===== config.mk =====
export PLATFORM = sky130hd
export DESIGN_NAME = pgrs_ctrl
export DESIGN_NICKNAME = d
export VERILOG_FILES = /design/src/rtl/pgrs_pkg.sv /design/src/rtl/pgrs_ctrl.sv
export SDC_FILE = /design/constraint.sdc
export NUM_CORES = 1
export LEC_CHECK = 0
export BUFFER_PORTS_ARGS = -buffer_cell sky130_fd_sc_hd__buf_2
export CAP_MARGIN = 10
export CORE_AREA = 2 2 39 41
export CTS_CLUSTER_SIZE = 25
export DETAILED_ROUTE_END_ITERATION = 16
export DIE_AREA = 0 0 41 43
export PLACE_DENSITY = 0.77
export SYNTH_ARGS = -nofsm -noshare
export SYNTH_HDL_FRONTEND = slang
export SYNTH_SLANG_ARGS = --single-unit

===== constraint.sdc =====
create_clock -name i_clk -period 1.5 [get_ports i_clk]
set_input_delay 0.15 -clock i_clk [delete_from_list [all_inputs] [get_ports i_clk]]
set_output_delay 0.15 -clock i_clk [all_outputs]
set_load 0.02 [all_outputs]

===== src/rtl/pgrs_pkg.sv =====
// Package: types, constants and tables for the position-gated random stimulus block.
package pgrs_pkg;

    localparam int MAX_CIRCLES = 16;
    localparam int SLOT_W      = 4;

    localparam logic [2:0] REG_STIM_ENABLE    = 3'd0;
    localparam logic [2:0] REG_RATE           = 3'd1;
    localparam logic [2:0] REG_GAUSSIAN_MODE  = 3'd2;
    localparam logic [2:0] REG_FALLOFF_COEF   = 3'd3;
    localparam logic [2:0] REG_OUTPUT_CHANNEL = 3'd4;

    localparam logic OP_LOAD   = 1'b0;
    localparam logic OP_SAMPLE = 1'b1;

    typedef struct packed {
        logic        operation;
        logic [3:0]  circle_slot;
        logic        slot_valid;
        logic [15:0] pos_x;
        logic [15:0] pos_y;
        logic [15:0] radius;
        logic [19:0] elapsed_us;
        logic [15:0] random_value;
    } t_in_item;

    typedef struct packed {
        logic       pulse;
        logic [7:0] ttl_mask;
        logic       inside_res;
        logic [3:0] hit_slot;
        logic       rate_exceeded;
    } t_out_item;

    typedef struct packed {
        logic       stim_enable;
        logic [23:0] rate;
        logic       gaussian_mode;
        logic [15:0] falloff_coef;
        logic [2:0] output_channel;
    } t_cfg;

    typedef enum logic [3:0] {
        ST_IDLE, ST_LOAD, ST_SCAN, ST_DIV, ST_EXPA, ST_SERIES, ST_GAIN,
        ST_REFF, ST_PMUL, ST_PDIV, ST_DONE
    } t_state;

    // Controller to datapath commands.
    typedef struct packed {
        logic capture;
        logic load;
        logic scan_init;
        logic scan_step;
        logic div_init;
        logic div_step;
        logic expa;
        logic ser_init;
        logic ser_step;
        logic gain;
        logic reff;
        logic pmul;
        logic pdiv_init;
        logic pdiv_step;
        logic emit;
    } t_cmd;

    // Datapath to controller status.
    typedef struct packed {
        logic is_sample;
        logic scan_done;
        logic found;
        logic stim;
        logic gauss;
        logic div_done;
        logic ser_done;
        logic pdiv_done;
    } t_sts;

    function automatic logic [16:0] exp_int(input logic [3:0] i);
        case (i)
            4'd0:    exp_int = 17'd65536;
            4'd1:    exp_int = 17'd24109;
            4'd2:    exp_int = 17'd8869;
            4'd3:    exp_int = 17'd3263;
            4'd4:    exp_int = 17'd1200;
            4'd5:    exp_int = 17'd442;
            4'd6:    exp_int = 17'd162;
            4'd7:    exp_int = 17'd60;
            4'd8:    exp_int = 17'd22;
            4'd9:    exp_int = 17'd8;
            4'd10:   exp_int = 17'd3;
            4'd11:   exp_int = 17'd1;
            default: exp_int = 17'd0;
        endcase
    endfunction

    // Reciprocal of k = 1..10 in Q1.31, rounded up. The floor is exact while
    // t * (k*R - 2^31) < 2^31, which every series term satisfies.
    function automatic logic [31:0] recip_k(input logic [3:0] k);
        case (k)
            4'd1:    recip_k = 32'd2147483648;
            4'd2:    recip_k = 32'd1073741824;
            4'd3:    recip_k = 32'd715827883;
            4'd4:    recip_k = 32'd536870912;
            4'd5:    recip_k = 32'd429496730;
            4'd6:    recip_k = 32'd357913942;
            4'd7:    recip_k = 32'd306783379;
            4'd8:    recip_k = 32'd268435456;
            4'd9:    recip_k = 32'd238609295;
            default: recip_k = 32'd214748365;
        endcase
    endfunction

endpackage


===== src/rtl/pgrs_ctrl.sv =====
// Controller: sequences one item, either a table load or a scan with gaussian gain and probability steps.
module pgrs_ctrl (
    input  logic           i_clk,
    input  logic           i_rst_n,
    input  logic           i_start,
    input  pgrs_pkg::t_sts i_sts,
    output pgrs_pkg::t_cmd o_cmd,
    output logic           o_busy
);
    import pgrs_pkg::*;

    t_state r_state, n_state;

    always_ff @(posedge i_clk) begin
        if (!i_rst_n) begin
            r_state <= ST_IDLE;
        end else begin
            r_state <= n_state;
        end
    end

    always_comb begin
        n_state = r_state;
        case (r_state)
            ST_IDLE:   if (i_start) n_state = ST_LOAD;
            ST_LOAD: begin
                if (i_sts.is_sample) n_state = ST_SCAN;
                else n_state = ST_DONE;
            end
            ST_SCAN: begin
                if (i_sts.scan_done) begin
                    if (!i_sts.found || !i_sts.stim) n_state = ST_DONE;
                    else if (i_sts.gauss) n_state = ST_DIV;
                    else n_state = ST_PMUL;
                end
            end
            ST_DIV:    if (i_sts.div_done) n_state = ST_EXPA;
            ST_EXPA:   n_state = ST_SERIES;
            ST_SERIES: if (i_sts.ser_done) n_state = ST_GAIN;
            ST_GAIN:   n_state = ST_REFF;
            ST_REFF:   n_state = ST_PMUL;
            ST_PMUL:   n_state = ST_PDIV;
            ST_PDIV:   if (i_sts.pdiv_done) n_state = ST_DONE;
            ST_DONE:   n_state = ST_IDLE;
            default:   n_state = ST_IDLE;
        endcase
    end

    always_comb begin
        o_cmd = '0;
        case (r_state)
            ST_IDLE:   o_cmd.capture = i_start;
            ST_LOAD: begin
                o_cmd.load      = ~i_sts.is_sample;
                o_cmd.scan_init = i_sts.is_sample;
            end
            ST_SCAN: begin
                o_cmd.scan_step = 1'b1;
                o_cmd.div_init  = 1'b1;
            end
            ST_DIV:    o_cmd.div_step = 1'b1;
            ST_EXPA: begin
                o_cmd.expa     = 1'b1;
                o_cmd.ser_init = 1'b1;
            end
            ST_SERIES: o_cmd.ser_step = 1'b1;
            ST_GAIN:   o_cmd.gain = 1'b1;
            ST_REFF:   o_cmd.reff = 1'b1;
            ST_PMUL: begin
                o_cmd.pmul      = 1'b1;
                o_cmd.pdiv_init = 1'b1;
            end
            ST_PDIV:   o_cmd.pdiv_step = 1'b1;
            ST_DONE:   o_cmd.emit = 1'b1;
            default:   o_cmd = '0;
        endcase
    end

    assign o_busy = (r_state != ST_IDLE);

endmodule


==> results.md, run 1 <==
* Drt pass-1 iters at 4
* Final Cycle Share at 97.42%
* CP Capture Point: r_state[1]
* Synth top area cells: dfxtp_1 18%, nand2_1 6.6%, nor2_1 6.6%
* Initial antenna violation count at 0
* Post-synthesis compound-gate area fraction at 25.76%
* Biggest register: r_state
* Library cells used by synthesis at 30
* Sw Share at 48.90%
* Most common cell after layout, fill and taps aside: buf_2
* Worst vdd ir at 0.0007715 V
* Power Internal at 737.9 uW
* Worst Slack Setup Final at 0.03869 ns
* Max_slew headroom at 79.06%
* H-tree depth at 1
* GRT Overall Usage at 17.55%
* Reg clk slew, reported paths at 0.04 ns
* Syn_area_per_cell at 7.058 sq um
* Critical Path Sink Type: register
* DP HPWL at 1063 um
* Vias/cell at 5.309
* Combinational share of power at 77.1%
* Seq/Total Area, Yosys at 17.73%
* Largest regs: r_state (4)
* Data required time of the critical path at 1.63 ns
* Area post-placement at 633.1 sq um
* Yosys top cell area share at 17.73%
* Initial core utilization at 32.64%
* EDFF count, synth at 0
* Via count at 584
* Critical path class: register to register
* Final Net Count at 107
* CP max stage cell: or4b_4
* Sw power at 706.0 uW
* CP Max Fanout at 3
* Clock Latency Late Sink at 0.24 ns
* Vias in the first global route at 523
* Post-DR wirelength/cell at 12.97 um
* Reg-to-reg endpoint: r_state[1]
* Worst-margin pin slew at 0.3133 ns
* Clock power share at 9.3%
* Largest family of logic cells by synthesized area: simple AND/OR/NAND/NOR gates
* R2r setup slk at 0.04 ns
* Site row count at 14
* Fin crit period at 1.461 ns
* Clock Sinks at 4
* Non-Filler Instances at 110
* Crit-path max cell delay at 0.54 ns
* Leakage at 0.3319 nW
* Hold_buf cts at 0
* Hold Vio Cnt, Final at 0
* DP Cell Count at 105
* Syn Inst Count at 64
* CP Launch Type: register
* Max Root-Sink Buffers at 2
* ANT cells at 0
* Routability cong. at 0.8716
* Arrival @ worst endpoint at 1.59 ns
* CTS tree: done
* Syn Std Cell Area at 451.7 sq um
* Grt ovf at 0
* Synth async-reset ratio at 0%
* IO Count at 27
* Pre-CTS setup slack at -0.02033 ns
* Reg-to-Reg Start: r_state[3]
* Pwr per Cell Area at 2028 nW/um^2
* DIE AREA at 1763 sq um
* RSZ-0062 raised after global routing: yes
* Core Area at 1384 sq um
* Final clock skew at 0.01027 ns
* Area grow syn2layout at 57.62%
* Share of cells above drive strength 1 at 53.19%
* Syn Nets at 75
* Worst reg-to-reg path cell count at 4
* Critical-path cell list: or4b_4, a21oi_2, a2111oi_1, a211oi_1
* Die width at 41 um
* Crit path from: r_state[3]
* Synth Area in XOR/XNOR at 0%
* Max-Cap Viols at 0
* Antenna Nets Post-Route at 0
* Post-synthesis adder-cell area fraction at 0%
* Final setup fails at 0
* Root Driver: clkbuf_4
* DRC Markers at 0
* Fmax at 0.6843 GHz
* Most frequent cells in the layout: 23 x buf_2, 10 x buf_4, 8 x nand2_1, 8 x nor2_1
* Total Routed Length at 1427 um
* Num CTS Buffers at 3
* Max reg flops at 4
* Path type of the worst min-delay path: primary input to register
* Largest net degree at the start of global routing at 18
* Final slew viol count at 0
* Status: finished clean
* First-pass GRT wire length at 2111 um
* Die span in y at 43 um
* PortBufs at 26
* Post-Synth Simple-Gate Area at 43.21%
* Mux share of post-synthesis cell area at 2.216%
* Drt initial violations at 2
* Ys flop type: dfxtp_1
* #FFs+latches synth at 4
* Synth warn at 0
* Yosys top cell by area: dfxtp_1
* Final non-filler cell area at 711.9 sq um
* Register share of total power at 13.5%
## cells in the mapped netlist, types with 3 or more instances
| cell type | n |
|---|---|
| buf_4 | 3 |
| clkbuf_1 | 3 |
| dfxtp_1 | 4 |
| nand2_1 | 8 |
| nand2b_1 | 3 |
| nor2_1 | 8 |
| nor3_1 | 5 |
| nor3b_1 | 3 |
## final cells by class
type | count | area [sq um]
fill | 151 | 671.9
multi-input combinational | 50 | 367.9
timing repair buffer | 35 | 212.7
sequential | 4 | 81.33
clock buffer | 3 | 22.52
tap | 16 | 20.02
inverter | 2 | 7.507
## metal layers
layer	part of all wire [%]	track usage (%)	vias up
met2	54	31.87	19
met5	0	0	-
met4	1.5	10.67	0
met3	5.3	1.571	2
li1	-	-	296
met1	40	17.31	267
## cell families (layout without fill, tap and decap cells)
| kind of cell | count (synthesis) | count (layout) |
|---|---|---|
| DFF | 4 | 4 |
| muxes | 1 | 1 |
| AOI/OAI and AO/OA | 14 | 14 |
| and+or+nand+nor | 35 | 35 |
| buffers and inverters | 10 | 40 |
## metrics by stage
step                hold slack [ns]  power (mW)  setup TNS [ns]  util, %
floorplan                    0.2976      0.8842         -0.1409        -
global placement             0.4480       1.156               0    45.75
detailed placement           0.4648       1.179        -0.02061    45.75
CTS                          0.2047       1.400               0    50.09
global route                 0.2180       1.551         -0.1007    51.45
finish                       0.2136       1.444               0    51.45
## worst min-delay path by stage
stage	from	endpoint	slack, ns	depth (start not counted)
2_1_floorplan	i_rst_n	r_state[0]	0.30	2
3_3_place_gp	i_rst_n	r_state[3]	0.45	2
3_5_place_dp	i_rst_n	r_state[3]	0.46	2
4_1_cts	i_rst_n	r_state[3]	0.20	2
5_1_grt	i_rst_n	r_state[3]	0.22	2
6_report	i_rst_n	r_state[3]	0.21	2
## worst max-delay path, delay by kind of cell, from the launching register on
kind / cells / cell delay, ns
and+or+nand+nor: 1 / 0.54
AOI/OAI and AO/OA: 3 / 0.50
DFF: 1 / 0.32
## repair_timing
item	in CTS	in global routing
setup endpoints to repair	3	8
gates resized for setup	5	7
hold endpoints to repair	0	0
pin swaps	3	3
setup buffers	2	0
## power groups by stage
stage / clock, mW / combinational [mW] / sequential [mW]
2_1_floorplan: 0 / 0.688 / 0.196
3_3_place_gp: 0 / 0.975 / 0.181
3_5_place_dp: 0 / 0.995 / 0.184
4_1_cts: 0.144 / 1.07 / 0.187
5_1_grt: 0.145 / 1.20 / 0.202
6_report: 0.135 / 1.11 / 0.196
Power figures use the tool's default switching activity.
==> run 2: changes to the inputs <==
--- a/config.mk
+++ b/config.mk
@@ -5,13 +5,14 @@
 export SDC_FILE = /design/constraint.sdc
 export NUM_CORES = 1
 export LEC_CHECK = 0
+export ABC_AREA = 1
 export BUFFER_PORTS_ARGS = -buffer_cell sky130_fd_sc_hd__buf_2
 export CAP_MARGIN = 10
 export CORE_AREA = 2 2 39 41
 export CTS_CLUSTER_SIZE = 25
 export DETAILED_ROUTE_END_ITERATION = 16
 export DIE_AREA = 0 0 41 43
-export PLACE_DENSITY = 0.77
+export PLACE_DENSITY = 0.76
 export SYNTH_ARGS = -nofsm -noshare
 export SYNTH_HDL_FRONTEND = slang
 export SYNTH_SLANG_ARGS = --single-unit
==> run 2 against run 1 <==
Effect of this change:
- clock power down 3%
- synthesized cell count increased by 38%
- clock skew down 0.0085 ns
- register-to-register slack gained 0.18 ns
- count of clock-buffer cells in the layout did not move
- critical path depth is 2 higher
- fmax increased by 3.2%
- via count is 2.6% lower
- highest routed layer is now met3
==> results.md, run 2 <==
* Status: finished clean
* Max reg flops at 4 (unchanged)
* Vias in the first global route at 432 (-17%)
* Path type of the worst min-delay path: primary input to register
* Overall power at 1.252 mW (-13%)
* Most common cell after layout, fill and taps aside: buf_2
* Core Area at 1384 sq um (unchanged)
* Die span in y at 43 um (unchanged)
* Total Routed Length at 1053 um (-26%)
* Cts repair resizes at 0 (-5)
* Final Net Count at 127 (+19%)
* CP Max Fanout at 7 (+4)
* Max_slew headroom at 81.44% (+2.4 points)
* Initial core utilization at 32.37% (-0.27 points)
* Data required time of the critical path at 1.35 ns (-0.28 ns)
* Reg clk slew, reported paths at 0.04 ns (about the same)
* Critical-path cell list: nor2_2, inv_1, nor2_1, nand2_1, inv_1, buf_2
* Routability cong. at 0.7116 (-18%)
* DP Cell Count at 127 (+21%)
* CTS tree: done
* GRT Overall Usage at 12.76% (-4.8 points)
* Crit-path max cell delay at 0.33 ns (-0.21 ns)
* DP HPWL at 925.6 um (-13%)
* DRC Markers at 0 (unchanged)
* Reg-to-reg endpoint: r_state[1]
* Critical path class: register to output port
* Max-Cap Viols at 0 (unchanged)
* R2r setup slk at 0.22 ns (+0.18 ns)
* Syn Std Cell Area at 447.9 sq um (-0.83%)
* Worst hold start: i_rst_n
* Yosys top cell by area: nand2_1
* Site row count at 14 (unchanged)
* Grt ovf at 0 (unchanged)
* Top-count cell post-synth: nand2_1
* Hold depth at 3 (+1)
* DIE AREA at 1763 sq um (unchanged)
* Yosys top cell area share at 18.44% (+0.71 points)
* First-pass GRT wire length at 1545 um (-27%)
* Critical Path Sink Type: output port
* Drt initial violations at 8 (+6)
* Drt pass-1 iters at 4 (unchanged)
* Post-CTS setup buffer count at 0 (-2)
* CP max stage cell: dfxtp_1
* Via count at 569 (-2.6%)
* Hold Vio Cnt, Final at 0 (unchanged)
* Final setup fails at 0 (unchanged)
* Hold_buf cts at 0 (unchanged)
* Die width at 41 um (unchanged)
* Library cells used by synthesis at 14 (-53%)
* Worst-margin pin slew at 0.2781 ns (-0.03521 ns)
* Synth top area cells: nand2_1 18%, dfxtp_1 18%, nor2_1 17%
* Ys flop type: dfxtp_1
* Synth warn at 0 (unchanged)
* Initial antenna violation count at 0 (unchanged)
* Fmax at 0.7065 GHz (+3.2%)
* Max Root-Sink Buffers at 2 (unchanged)
* Root Driver: clkbuf_4
* CP Launch Type: register
* WHS Endpoint: r_state[0]
* IO Count at 27 (unchanged)
* Synth async-reset ratio at 0% (unchanged)
* Num CTS Buffers at 3 (unchanged)
* Reg-to-Reg Start: r_state[3]
* #FFs+latches synth at 4 (unchanged)
* Largest net degree at the start of global routing at 8 (-10)
* Seq/Total Area, Yosys at 17.88% (+0.15 points)
* Vias/cell at 4.377 (-18%)
* Biggest register: r_state
* EDFF count, synth at 0 (unchanged)
* CP delay by family, top: simple AND/OR/NAND/NOR gates
* Final clock skew at 0.001807 ns (-0.008463 ns)
* Syn_area_per_cell at 5.090 sq um (-28%)
* Crit-path most repeated cell: inv_1
* Synth cell count leaders: 22 x nand2_1, 20 x nor2_1, 13 x inv_1
* Number of buffers and inverters on the critical path at 3 (+3)
* Largest regs: r_state (4)
* Non-Filler Instances at 130 (+18%)
* Final Cycle Share at 94.36% (-3.1 points)
* ANT cells at 0 (unchanged)
* Worst Slack Setup Final at 0.08460 ns (+0.04592 ns)
* H-tree depth at 1 (unchanged)
* Clock Latency Late Sink at 0.23 ns (about the same)
* Fin crit period at 1.415 ns (-0.04592 ns)
* PortBufs at 26 (unchanged)
* Antenna Nets Post-Route at 0 (unchanged)
* Arrival @ worst endpoint at 1.27 ns (-0.32 ns)
* Worst vdd ir at 0.0007437 V (-3.6%)
* Syn Inst Count at 88 (+38%)
* Clock Sinks at 4 (unchanged)
* Most frequent cells in the layout: 26 x buf_2, 22 x nand2_1, 20 x nor2_1
* Syn Nets at 99 (+32%)
* Leakage at 0.4156 nW (+25%)
* Setup TNS at 0 ns (unchanged)
* Worst reg-to-reg path cell count at 8 (+4)
* Pre-CTS setup slack at 0.2413 ns (+0.2617 ns)
* Pwr per Cell Area at 2093 nW/um^2 (+3.2%)
* Post-DR wirelength/cell at 8.100 um (-38%)
* Area grow syn2layout at 33.52%
* Share of cells above drive strength 1 at 35.96% (-17 points)
* Final slew viol count at 0 (unchanged)
* RSZ-0062 raised after global routing: no
## run 2: routing by layer
layer,vias up,track usage [%],part of all wire (%)
met5,-,0,0
met4,0,4.000,0
met3,0,4.712,8.2
met2,19,21.56,49
met1,234,13.87,42
li1,316,-,-
## run 2: how the worst max path moves through the flow
stage / startpoint / endpoint / slack [ns] / cells after the start
finish: r_state[3] / o_cmd[13] / 0.08 / 6
global route: r_state[3] / o_cmd[13] / 0.005 / 6
CTS: r_state[3] / o_cmd[13] / 0.07 / 6
detailed placement: r_state[0] / r_state[1] / 0.24 / 9
global placement: r_state[0] / r_state[1] / 0.25 / 9
floorplan: r_state[3] / o_cmd[14] / 0.22 / 3
## run 2: worst register-to-register path, stage by stage (launching register included)
cell	delay (ns)
dfxtp_1	0.33
nor2_2	0.26
nand4_1	0.18
nand2_1	0.12
inv_2	0.05
nand2_2	0.09
nand2_1	0.06
nand2_1	0.06
nor2_1	0.04
## run 2: cell families after synthesis
family                 count (synthesis)  share of synthesized area (%)
AOI/OAI and AO/OA                      5                          6.146
buffers and inverters                 20                          19.27
DFF                                    4                          17.88
and+or+nand+nor                       59                          56.70
## run 2: report_power, final
group	leakage, nW	switching [mW]	internal, mW
registers	0.0330	0.0614	0.154
clock network	0.0138	0.0419	0.0894
logic	0.369	0.603	0.302
## run 2: final cells by class
cell class,count,area [sq um]
fillers,149,785.8
inverters,17,63.81
flip-flops and latches,4,80.08
multi-input cells,64,281.5
clock buffers,3,22.52
repair buffers,26,130.1
well taps,16,20.02
## run 2: metrics by stage
stage / utilization [%] / cell area, sq um / hold WS [ns]
after floorplan: - / 447.9 / 0.2704
after global placement: 41.59 / 575.6 / 0.4185
after detailed placement: 41.59 / 575.6 / 0.4210
after CTS: 43.22 / 598.1 / 0.1762
after global routing: 43.22 / 598.1 / 0.1929
final: 43.22 / 598.1 / 0.1788
